## config.mk

```make
export PLATFORM = sky130hd
export DESIGN_NAME = token_ring_mutex_node
export DESIGN_NICKNAME = d
export VERILOG_FILES = /design/src/rtl/trm_pkg.sv /design/src/rtl/token_ring_mutex_node.sv /design/src/rtl/trm_csr.sv /design/src/rtl/trm_core.sv /design/src/rtl/trm_outq.sv
export SDC_FILE = /design/constraint.sdc
export NUM_CORES = 1
export LEC_CHECK = 0
export BUFFER_PORTS_ARGS = -buffer_cell sky130_fd_sc_hd__clkbuf_2
export CORE_MARGIN = 2
export CORE_UTILIZATION = 35
export CTS_BUF_LIST = sky130_fd_sc_hd__clkbuf_16
export DETAILED_ROUTE_END_ITERATION = 8
export GPL_TIMING_DRIVEN = 0
export HOLD_SLACK_MARGIN = 0.06
export PLACE_DENSITY = 0.59
export SETUP_SLACK_MARGIN = 0.4
export SLEW_MARGIN = 0
export SYNTH_ARGS = -nofsm -noshare
export SYNTH_HDL_FRONTEND = slang
export SYNTH_HIERARCHICAL = 1
export SYNTH_SLANG_ARGS = --single-unit
```

## constraint.sdc

```tcl
create_clock -name clock -period 8.4 [get_ports clock]
set_input_delay 0.84 -clock clock [delete_from_list [all_inputs] [get_ports clock]]
set_output_delay 0.84 -clock clock [all_outputs]
set_load 0.005 [all_outputs]
```

## src/rtl/trm_pkg.sv

```systemverilog
package trm_pkg;

   localparam logic [3:0] MAX_NODES = 4'd8;
   localparam int ADDR_WIDTH = 4;

   typedef enum logic [2:0] {
      CMD_START         = 3'd0,
      CMD_TICK          = 3'd1,
      CMD_TOKEN_ARRIVED = 3'd2,
      CMD_CLIENT_REQ    = 3'd3,
      CMD_CLIENT_REL    = 3'd4,
      CMD_SEND_FAILED   = 3'd5,
      CMD_SEARCH_RESULT = 3'd6,
      CMD_HOLDER_QUERY  = 3'd7
   } cmd_type;

   typedef enum logic [2:0] {
      ACT_ACK    = 3'd0,
      ACT_SEND   = 3'd1,
      ACT_SEARCH = 3'd2,
      ACT_ACCESS = 3'd3,
      ACT_QUERY  = 3'd4
   } act_type;

   typedef enum logic [1:0] {
      REG_LOCAL_NODE    = 2'd0,
      REG_NODES_IN_USE  = 2'd1,
      REG_TIMEOUT_TICKS = 2'd2
   } reg_idx_type;

   typedef struct packed {
      logic [2:0] local_node;
      logic [3:0] nodes_in_use;
      logic [7:0] timeout_ticks;
   } cfg_type;

   typedef struct packed {
      act_type    action;
      logic [2:0] target_node;
      logic       answer;
      logic       last;
   } rsp_type;

   typedef struct packed {
      logic    valid;
      logic    two;
      rsp_type first;
      rsp_type second;
   } push_type;

   function automatic logic [3:0] ring_size(logic [3:0] nodes);
      return (nodes > MAX_NODES) ? MAX_NODES : nodes;
   endfunction

   function automatic logic [2:0] next_of(logic [2:0] node, logic [3:0] size);
      logic [3:0] nx;
      nx = {1'b0, node} + 4'd1;
      return (nx >= size) ? 3'd0 : nx[2:0];
   endfunction

   function automatic logic [7:0] ring_mask(logic [3:0] size);
      logic [7:0] m;
      for (int i = 0; i < 8; i++) begin
         m[i] = (4'(i) < size);
      end
      return m;
   endfunction

   function automatic logic [2:0] lowest_set(logic [7:0] r);
      logic [2:0] low;
      low = 3'd7;
      for (int i = 6; i >= 0; i--) begin
         if (r[i]) begin
            low = 3'(i);
         end
      end
      return low;
   endfunction

endpackage

```

## src/rtl/token_ring_mutex_node.sv

```systemverilog
// Channel   Direction  Payload
// req_      in         tuser: command[2:0]; tdata: reachable_mask[7:0], holder_mask[15:8]
// rsp_      out        tuser: action[2:0]; tdata: target_node[2:0], answer[3]; tlast: last
// csr_      in         APB writes and reads of local_node, nodes_in_use, timeout_ticks
//
// A request is registered and then processed, so one request per cycle is
// taken while the four-entry result queue has room for two more results.
// A request yields one or two results; the result port drains one per cycle while rsp_tready is high.
// Reset is synchronous and restores the register defaults and clears all node state.
// A stalled result port fills the queue and then holds off req_tready.
module token_ring_mutex_node
   import trm_pkg::*;
(
   input  logic                  clock,
   input  logic                  reset,
   input  logic                  req_tvalid,
   output logic                  req_tready,
   input  logic [15:0]           req_tdata,  // reachable_mask[7:0], holder_mask[15:8]
   input  logic [2:0]            req_tuser,  // command[2:0]
   output logic                  rsp_tvalid,
   input  logic                  rsp_tready,
   output logic [7:0]            rsp_tdata,  // target_node[2:0], answer[3], zero[7:4]
   output logic [2:0]            rsp_tuser,  // action[2:0]
   output logic                  rsp_tlast,
   input  logic                  csr_psel,
   input  logic                  csr_penable,
   input  logic                  csr_pwrite,
   input  logic [ADDR_WIDTH-1:0] csr_paddr,
   input  logic [31:0]           csr_pwdata,
   output logic [31:0]           csr_prdata,
   output logic                  csr_pready
);

   cfg_type    cfg;
   push_type   push;
   rsp_type    head;
   logic       room;
   logic       fire;
   logic       in_valid_ff;
   cmd_type    cmd_ff;
   logic [7:0] reach_ff;
   logic [7:0] hold_ff;

   assign fire       = in_valid_ff && room;
   assign req_tready = !in_valid_ff || fire;

   always_ff @(posedge clock) begin
      if (reset) begin
         in_valid_ff <= 1'b0;
      end else if (req_tready) begin
         in_valid_ff <= req_tvalid;
      end
   end

   always_ff @(posedge clock) begin
      if (req_tready && req_tvalid) begin
         cmd_ff   <= cmd_type'(req_tuser);
         reach_ff <= req_tdata[7:0];
         hold_ff  <= req_tdata[15:8];
      end
   end

   trm_csr u_csr (
      .clock       (clock),
      .reset       (reset),
      .csr_psel    (csr_psel),
      .csr_penable (csr_penable),
      .csr_pwrite  (csr_pwrite),
      .csr_paddr   (csr_paddr),
      .csr_pwdata  (csr_pwdata),
      .csr_prdata  (csr_prdata),
      .csr_pready  (csr_pready),
      .cfg         (cfg)
   );

   trm_core u_core (
      .clock (clock),
      .reset (reset),
      .cfg   (cfg),
      .fire  (fire),
      .cmd   (cmd_ff),
      .reach (reach_ff),
      .hold  (hold_ff),
      .push  (push)
   );

   trm_outq u_outq (
      .clock     (clock),
      .reset     (reset),
      .push      (push),
      .pop       (rsp_tready),
      .room      (room),
      .out_valid (rsp_tvalid),
      .out_data  (head)
   );

   assign rsp_tuser = head.action;
   assign rsp_tdata = {4'd0, head.answer, head.target_node};
   assign rsp_tlast = head.last;

endmodule

```

## src/rtl/trm_csr.sv

```systemverilog
module trm_csr
   import trm_pkg::*;
(
   input  logic                  clock,
   input  logic                  reset,
   input  logic                  csr_psel,
   input  logic                  csr_penable,
   input  logic                  csr_pwrite,
   input  logic [ADDR_WIDTH-1:0] csr_paddr,
   input  logic [31:0]           csr_pwdata,
   output logic [31:0]           csr_prdata,
   output logic                  csr_pready,
   output cfg_type               cfg
);

   cfg_type     cfg_ff;
   cfg_type     cfg_in;
   reg_idx_type idx;
   logic        wr_en;

   assign csr_pready = 1'b1;
   assign idx        = reg_idx_type'(csr_paddr[ADDR_WIDTH-1:2]);
   assign wr_en      = csr_psel && csr_penable && csr_pwrite && csr_pready;
   assign cfg        = cfg_ff;

   always_comb begin
      cfg_in = cfg_ff;
      if (wr_en) begin
         case (idx)
            REG_LOCAL_NODE:    cfg_in.local_node    = csr_pwdata[2:0];
            REG_NODES_IN_USE:  cfg_in.nodes_in_use  = csr_pwdata[3:0];
            REG_TIMEOUT_TICKS: cfg_in.timeout_ticks = csr_pwdata[7:0];
            default: ;
         endcase
      end
   end

   always_comb begin
      case (idx)
         REG_LOCAL_NODE:    csr_prdata = {29'd0, cfg_ff.local_node};
         REG_NODES_IN_USE:  csr_prdata = {28'd0, cfg_ff.nodes_in_use};
         REG_TIMEOUT_TICKS: csr_prdata = {24'd0, cfg_ff.timeout_ticks};
         default:           csr_prdata = 32'd0;
      endcase
   end

   always_ff @(posedge clock) begin
      if (reset) begin
         cfg_ff.local_node    <= 3'd0;
         cfg_ff.nodes_in_use  <= 4'd3;
         cfg_ff.timeout_ticks <= 8'd30;
      end else begin
         cfg_ff <= cfg_in;
      end
   end

endmodule

```

## src/rtl/trm_core.sv

```systemverilog
module trm_core
   import trm_pkg::*;
(
   input  logic       clock,
   input  logic       reset,
   input  cfg_type    cfg,
   input  logic       fire,
   input  cmd_type    cmd,
   input  logic [7:0] reach,
   input  logic [7:0] hold,
   output push_type   push
);

   logic       holds_ff, holds_in;
   logic       wants_ff, wants_in;
   logic [7:0] idle_ff, idle_in;
   logic [2:0] succ_ff, succ_in;
   logic       early_ff, early_in;

   logic [3:0] size;
   logic [7:0] r;
   logic       a_valid, b_valid;
   rsp_type    a, b, ack;

   assign size = ring_size(cfg.nodes_in_use);
   assign r    = reach & ring_mask(size);

   always_comb begin
      holds_in = holds_ff;
      wants_in = wants_ff;
      idle_in  = idle_ff;
      succ_in  = succ_ff;
      early_in = early_ff;
      a_valid  = 1'b0;
      b_valid  = 1'b0;
      a        = '{action: ACT_ACK, target_node: 3'd0, answer: 1'b0, last: 1'b0};
      b        = a;
      ack      = a;
      case (cmd)
         CMD_START: begin
            succ_in = next_of(cfg.local_node, size);
            if (cfg.local_node == 3'd0 || early_ff) begin
               holds_in = 1'b1;
               early_in = 1'b0;
            end else begin
               holds_in = 1'b0;
            end
            wants_in = 1'b0;
            idle_in  = 8'd0;
         end
         CMD_TICK: begin
            if (idle_ff < cfg.timeout_ticks) begin
               idle_in = holds_ff ? 8'd0 : idle_ff + 8'd1;
            end else begin
               idle_in  = 8'd0;
               a_valid  = 1'b1;
               a.action = ACT_SEARCH;
            end
            if (holds_ff && !wants_ff) begin
               holds_in      = 1'b0;
               b_valid       = 1'b1;
               b.action      = ACT_SEND;
               b.target_node = succ_ff;
            end
         end
         CMD_TOKEN_ARRIVED: begin
            early_in = 1'b1;
            holds_in = 1'b1;
         end
         CMD_CLIENT_REQ: begin
            wants_in = 1'b1;
            a_valid  = 1'b1;
            a.action = ACT_ACCESS;
            a.answer = holds_ff;
         end
         CMD_CLIENT_REL: begin
            wants_in = 1'b0;
         end
         CMD_SEND_FAILED: begin
            succ_in       = next_of(succ_ff, size);
            a_valid       = 1'b1;
            a.action      = ACT_SEND;
            a.target_node = succ_in;
         end
         CMD_SEARCH_RESULT: begin
            if ((r & hold) == 8'd0 && r != 8'd0 && lowest_set(r) == cfg.local_node) begin
               if (wants_ff) begin
                  holds_in = 1'b1;
               end else begin
                  holds_in      = 1'b0;
                  a_valid       = 1'b1;
                  a.action      = ACT_SEND;
                  a.target_node = succ_ff;
               end
            end
         end
         default: begin
            a_valid  = 1'b1;
            a.action = ACT_QUERY;
            a.answer = holds_ff;
         end
      endcase

      push.valid = fire;
      push.two   = a_valid && b_valid;
      if (a_valid) begin
         push.first  = a;
         push.second = b;
      end else if (b_valid) begin
         push.first  = b;
         push.second = b;
      end else begin
         push.first  = ack;
         push.second = ack;
      end
      push.first.last  = !push.two;
      push.second.last = 1'b1;
   end

   always_ff @(posedge clock) begin
      if (reset) begin
         holds_ff <= 1'b0;
         wants_ff <= 1'b0;
         idle_ff  <= 8'd0;
         succ_ff  <= 3'd0;
         early_ff <= 1'b0;
      end else if (fire) begin
         holds_ff <= holds_in;
         wants_ff <= wants_in;
         idle_ff  <= idle_in;
         succ_ff  <= succ_in;
         early_ff <= early_in;
      end
   end

endmodule

```

## src/rtl/trm_outq.sv

```systemverilog
module trm_outq
   import trm_pkg::*;
(
   input  logic     clock,
   input  logic     reset,
   input  push_type push,
   input  logic     pop,
   output logic     room,
   output logic     out_valid,
   output rsp_type  out_data
);

   rsp_type    entry_ff [4];
   logic [1:0] head_ff, head_in;
   logic [1:0] tail_ff, tail_in;
   logic [2:0] count_ff, count_in;
   logic [2:0] after_pop;
   logic [2:0] n_push;
   logic       do_pop;

   assign out_valid = (count_ff != 3'd0);
   assign out_data  = entry_ff[head_ff];
   assign do_pop    = pop && out_valid;
   assign after_pop = count_ff - {2'd0, do_pop};
   assign room      = (after_pop <= 3'd2);
   assign n_push    = push.valid ? (push.two ? 3'd2 : 3'd1) : 3'd0;

   always_comb begin
      head_in  = head_ff + {1'b0, do_pop};
      tail_in  = tail_ff + n_push[1:0];
      count_in = after_pop + n_push;
   end

   always_ff @(posedge clock) begin
      if (reset) begin
         head_ff  <= 2'd0;
         tail_ff  <= 2'd0;
         count_ff <= 3'd0;
      end else begin
         head_ff  <= head_in;
         tail_ff  <= tail_in;
         count_ff <= count_in;
      end
   end

   always_ff @(posedge clock) begin
      if (push.valid) begin
         entry_ff[tail_ff] <= push.first;
         if (push.two) begin
            entry_ff[tail_ff + 2'd1] <= push.second;
         end
      end
   end

endmodule

```

* Word-level counts from Yosys, hierarchy flattened
Memories as Yosys holds them, arrays and structs flattened. A register that Yosys moved wholly into a read port is not among the register bits.
Cells that the tools add are included.
** Storage, ports and cells
- Bits in writable memories :: 32
- Output and inout bits :: 47
- Register bits after elaboration :: 56
- Memories :: 1
- Bits in latches :: 0
- ROM bits :: 0
** Operators by class
- Multiply operators :: 0
- $lt $le $gt $ge :: 13
- Reduce and logical (&&, ||, !) cells :: 36
- Eq/ne operators :: 12
- Div/mod/pow operators :: 0
- Add/subtract/negate cells :: 8
- Shifts and indexed selects :: 0
- Bitwise gates (word level) :: 2
- Multiplexer cells :: 48
** Memory list
- u_outq.entry_ff :: words 4, width 8, rd ports 1, clocked after memory_dff 1, write ports 2, RTL line trm_outq.sv:13 : rsp_type entry_ff [4];
** Operator list (count)
- 3-bit two-way mux :: 8
- 8-bit case mux with 3 select lines :: 1
- 1-bit two-way mux :: 17
- 8-bit bitwise AND :: 2
- 3-bit by 4-bit less-than comparator with 1-bit output, first input constant :: 4
- 16-bit two-way mux :: 1
- 4-bit two-way mux :: 4
- 8-bit two-way mux :: 2
- 8-bit case mux with 2 select lines :: 1
- 3-bit case mux with 5 select lines :: 1
- 14-bit two-way mux :: 1
- 3-bit case mux with 2 select lines :: 2
- 2-bit AND reduction :: 6
- 2-bit two-way mux :: 5
- 3-bit equality test, second input constant :: 3
- 1-bit logical AND :: 9
- 3-bit by 1-bit adder with 4-bit output, second input constant :: 2
- 8-bit by 1-bit adder with 8-bit output, second input constant :: 1
- 4-bit greater-or-equal comparator :: 2
- 8-bit logical NOT :: 1
- 1-bit by 4-bit less-than comparator with 1-bit output, first input constant :: 2
- 2-bit by 4-bit less-than comparator with 1-bit output, first input constant :: 2
- 8-bit less-than comparator :: 1
- 2-bit nonzero test :: 4
- 29 further kinds :: 37

* Logic depth before layout (Yosys ltp)
- Depth in word-level cells :: 20
- Gate-level depth with buffers :: 14

* By module
The synthesis kept the hierarchy.
** By module, submodules not included
- trm_outq :: instances 1, area an instance 2069.5 sq um, sequential area each 1101.1 sq um, cells an instance 129
- trm_core :: instances 1, area an instance 1727.9 sq um, sequential area each 280.3 sq um, cells an instance 244
- trm_csr :: instances 1, area an instance 959.7 sq um, sequential area each 300.3 sq um, cells an instance 110
- token_ring_mutex_node :: instances 1, area an instance 666.9 sq um, sequential area each 590.6 sq um, cells an instance 30

* Worst setup path before layout
No wires, ideal clock.
- Path kind :: input port to flip-flop
- From :: input rsp_tready
- To :: register u_outq.count_ff[2]
- Slack :: 5.081 ns
- Path buffers :: 2
- Setup time :: 0.121 ns
- Data arrival time :: 3.199 ns
- Stages on the path :: 13
- Path through :: and2_1 -> ha_1 -> ha_1 -> inv_1 -> a21oi_1 -> and2_2 -> buf_4 -> buf_2 -> nor2b_1 -> ha_1 -> fa_1 -> nor2b_1 -> mux2_2
** On the way
- Word-level cells in the longest chain between the ends :: 6
** RTL lines
- start, declared :: RTL line token_ring_mutex_node.sv:21 : input logic rsp_tready,
- 1-bit logical AND :: RTL line trm_outq.sv:23 : assign do_pop = pop && out_valid;
- 3-bit by 1-bit subtractor with 3-bit output :: RTL line trm_outq.sv:24 : assign after_pop = count_ff - {2'd0, do_pop};
- 3-bit by 2-bit less-or-equal comparator with 1-bit output :: RTL line trm_outq.sv:25 : assign room = (after_pop <= 3'd2);
- named net room :: RTL line token_ring_mutex_node.sv:37 : logic room;
- 1-bit logical AND :: RTL line token_ring_mutex_node.sv:44 : assign fire = in_valid_ff && room;
- named net fire :: RTL line token_ring_mutex_node.sv:38 : logic fire;
- 3-bit two-way mux :: RTL line trm_outq.sv:26 : assign n_push = push.valid ? (push.two ? 3'd2 : 3'd1) : 3'd0;
- 3-bit adder :: RTL line trm_outq.sv:31 : count_in = after_pop + n_push;
- end signal, assigned :: RTL line trm_outq.sv:42 : count_ff <= count_in;
- end, declared :: RTL line trm_outq.sv:16 : logic [2:0] count_ff, count_in;
The timed path passes the listed nets, and every way through them passes these cells.
A chain may end at the register's enable or synchronous reset.

==> metrics.md <==
| Metric | Value |
|---|---|
| Worst setup SP type | register |
| DP HPWL | 8.18 mm |
| DIE AREA | 16500 µm² |
| Met3 Usage GRT | 0.0349 |
| Final hold violations | 0 |
| Met2 usage | 0.230 |
| RSZ-0062 raised after global routing | false |
| Ant diodes | 0 |
| Clk buf depth | 2 |
| Clk_lat worst skew | 0.35 ns |
| Core area | 15100 µm² |
| Max Fclk | 268 MHz |
| Ports | 109 |
| Leak | 0.00269 µW |
| Final Skew | 0.00544 ns |
| Reg2reg setup slack | 4.67 ns |
| Area growth from synthesis to layout | 16.9% |
| Slew Viols, Final | 0 |
| CP endpoint kind | register |
| Final Routed Wirelength | 11.1 mm |
| Layout cells sized above 1 | 0.296 |
| WHS Endpoint | u_core/early_ff |
| Post-CTS setup buffer count | 0 |
| Slew @ Worst Pin | 0.973 ns |
| R2R Path End | u_outq/entry_ff[2][1] |
| # hold bufs at CTS | 0 |
| CTS root buf | clkbuf_16 |
| Crit-path max FO | 10 |
| Row cnt | 45 |
| H-Tree Depth | 3 |
| Grt peak-use layer | met2 |
| Number of port buffers | 52 |
| Final Power | 1260 µW |
| Setup-failing EPs final | 0 |
| Drt drc | 0 |
| Initial antenna violation count | 0 |
| Status | finished clean |
| Synth Warn # | 6 |
| Wire per inst | 13.9 µm |
| PwrDens | 199 nW/µm² |
| Grt total ovfl | 0 |
| Initial Utilization | 0.358 |
| First-pass GRT wire length | 18.3 mm |
| CTS clk-pin slew, worst paths | 0.06 ns |
| TritonRoute pass-1 iters | 4 |
| Placer congestion estimate | 0.853 |
| Post-synth EDFFs | 51 |
| Post-Syn Instances | 513 |
| Avg Synthesized Cell Area | 10.6 µm² |
| Worst r2r src | u_csr/cfg[11] |
| Die height | 128 µm |
| Async S/R FF share, synth | 0 |
| Via-to-Cell Ratio | 4.79 |
| Die Wd | 128 µm |
| Most frequent cells in the layout | clkbuf_2 (52), edfxtp_1 (51), buf_4 (40) |
| Post-CTS sizing | 0 |
| Max VDD drop | 158 µV |
| Netlist cell types | 69 |
| Setup TNS | 0 ns |
| Crit path DAT | 3.70 ns |
| Share of the yosys chip area belonging to registers | 0.419 |
| CTS tree | yes |
| Fin crit share | 0.444 |
| Slew margin rel. | 0.350 |
| Hold Path Class | reg -> reg |
| Most common cell after layout, fill and taps aside | clkbuf_2 |
| DR vias | 3816 |
| Primary FF master, synth | edfxtp_1 |
| Worst Min Path Start | u_core/early_ff |
| Crit Path Category | reg -> reg |
| Worst reg2reg path depth | 11 |
| M1 GR Usage | 0.182 |
| DR iter-0 viols | 158 |
| Gr usage total | 0.142 |
| Hold depth | 2 |
| Synth Register Bits | 88 |
| CTS buffer count | 9 |
| Period minus WS final | 3.73 ns |
| Number of global-route vias before repair | 3675 |
| Maximum Capacitance Violations | 0 |
| Num Clock Sinks | 88 |
| Syn Std Cell Area | 5420 µm² |
| CP Data Required Time | 8.37 ns |
| Nets@finish | 689 |
| Routed Antenna Nets | 0 |
| Largest net degree at the start of global routing | 20 |
per-stage QoR:
step | instance area [µm²] | utilization | cells | hold WS (ns) | worst slack, ns
after detailed placement | 6020 | 0.398 | 781 | 0.489 | 4.60
after global placement | 6020 | 0.398 | 781 | 0.479 | 4.25
after CTS | 6340 | 0.419 | 797 | 0.503 | 4.60
final | 6340 | 0.419 | 797 | 0.497 | 4.67
after global routing | 6340 | 0.419 | 797 | 0.522 | 4.37
after floorplan | 5530 | - | 541 | 0.457 | 5.08
routing by layer:
metal | part of all wire | wire length (µm)
met2 | 0.47 | 5160
met1 | 0.47 | 5180
met3 | 0.048 | 533
met5 | 0 | 0
met4 | 0.017 | 193
where the power goes:
part / internal [µW] / switching, µW
sequential: 508 / 24.5
clock: 259 / 173
combinational: 149 / 151
total: 916 / 349
synthesized netlist by cell type (2+ instances only):
master    number  area share
or3_1          7      0.0081
o211ai_1       2      0.0028
a21boi_0       5      0.0069
mux2i_1       21       0.039
buf_4         40       0.055
nand4_1        2      0.0023
a311oi_1       3      0.0048
a21oi_2        3      0.0048
and2_1        11       0.013
edfxtp_1      51        0.28
a211oi_1       3      0.0042
nand4b_4       2      0.0088
inv_1         26       0.018
nand2_1       38       0.026
conb_1         5      0.0035
o21a_1         4      0.0055
clkbuf_1       6      0.0042
mux4_2         8       0.033
nor3b_1        4      0.0055
ha_1          22       0.051
mux2_2        34       0.071
xnor2_1        2      0.0032
o21ai_0       18       0.017
a21o_1         2      0.0028
nor2b_1       12       0.014
and3_1         4      0.0046
buf_2          5      0.0046
buf_6          4      0.0083
nand2b_1      22       0.025
a22o_1         2      0.0032
nor3_1         7      0.0065
a21oi_1       13       0.012
nor2_1        29       0.020
dfxtp_1       37        0.14
xor2_1         3      0.0048
o41ai_1        2      0.0032
o21ai_1        4      0.0037
a211o_1        2      0.0032
nand3_1       16       0.015
or2_2          3      0.0035
worst max-delay path, stage by stage, from the launching register on:
cell	delay (ns)
dfxtp_1	0.33
buf_4	0.17
buf_4	0.18
o311ai_0	0.32
o21ai_0	0.14
a21oi_1	0.16
nand4_1	0.19
nor4_2	0.48
o21a_1	0.22
buf_2	0.27
nand3b_1	0.11
a21boi_1	0.78
flip-flops by register name (all words and copies together) (netlist names), 2 cells and up:
register	count
u_outq/entry_ff	32
u_csr/cfg	15
hold_ff	8
reach_ff	8
u_core/idle_ff	8
cmd_ff	3
u_core/succ_ff	3
u_outq/count_ff	3
u_outq/head_ff	2
u_outq/tail_ff	2
kinds of logic (layout without fill, tap and decap cells):
| family | after synthesis | in the layout | share of synthesized area |
|---|---|---|---|
| AND/OR/NAND/NOR | 170 | 170 | 0.180 |
| flip-flops | 88 | 88 | 0.419 |
| buffers and inverters | 81 | 149 | 0.0904 |
| AO/OA/AOI/OAI | 78 | 78 | 0.102 |
| multiplexers | 63 | 63 | 0.143 |
| adder cells (fa/ha/maj) | 23 | 23 | 0.0544 |
| other | 5 | 33 | 0.00346 |
| XOR/XNOR | 5 | 5 | 0.00808 |
worst max path at each step:
stage / from / end / slack [ns] / depth (start not counted)
after floorplan: rsp_tready / u_outq/count_ff[2] / 5.08 / 13
after detailed placement: u_csr/cfg[11] / u_outq/entry_ff[2][4] / 4.60 / 11
after global placement: u_csr/cfg[11] / u_outq/entry_ff[2][4] / 4.25 / 11
after global routing: u_csr/cfg[11] / u_outq/entry_ff[2][1] / 4.37 / 11
final: u_csr/cfg[11] / u_outq/entry_ff[2][1] / 4.67 / 11
after CTS: u_csr/cfg[11] / u_outq/entry_ff[2][2] / 4.60 / 11
area by class of cell:
type,count,area (µm²)
Buffer,55,393
Fill cell,1450,8810
Inverter,26,97.6
Timing Repair Buffer,52,260
Sequential cell,88,2270
Multi-Input combinational cell,372,2770
Clock inverter,7,90.1
Tap cell,188,235
Clock buffer,9,225
Power figures use the tool's default switching activity.
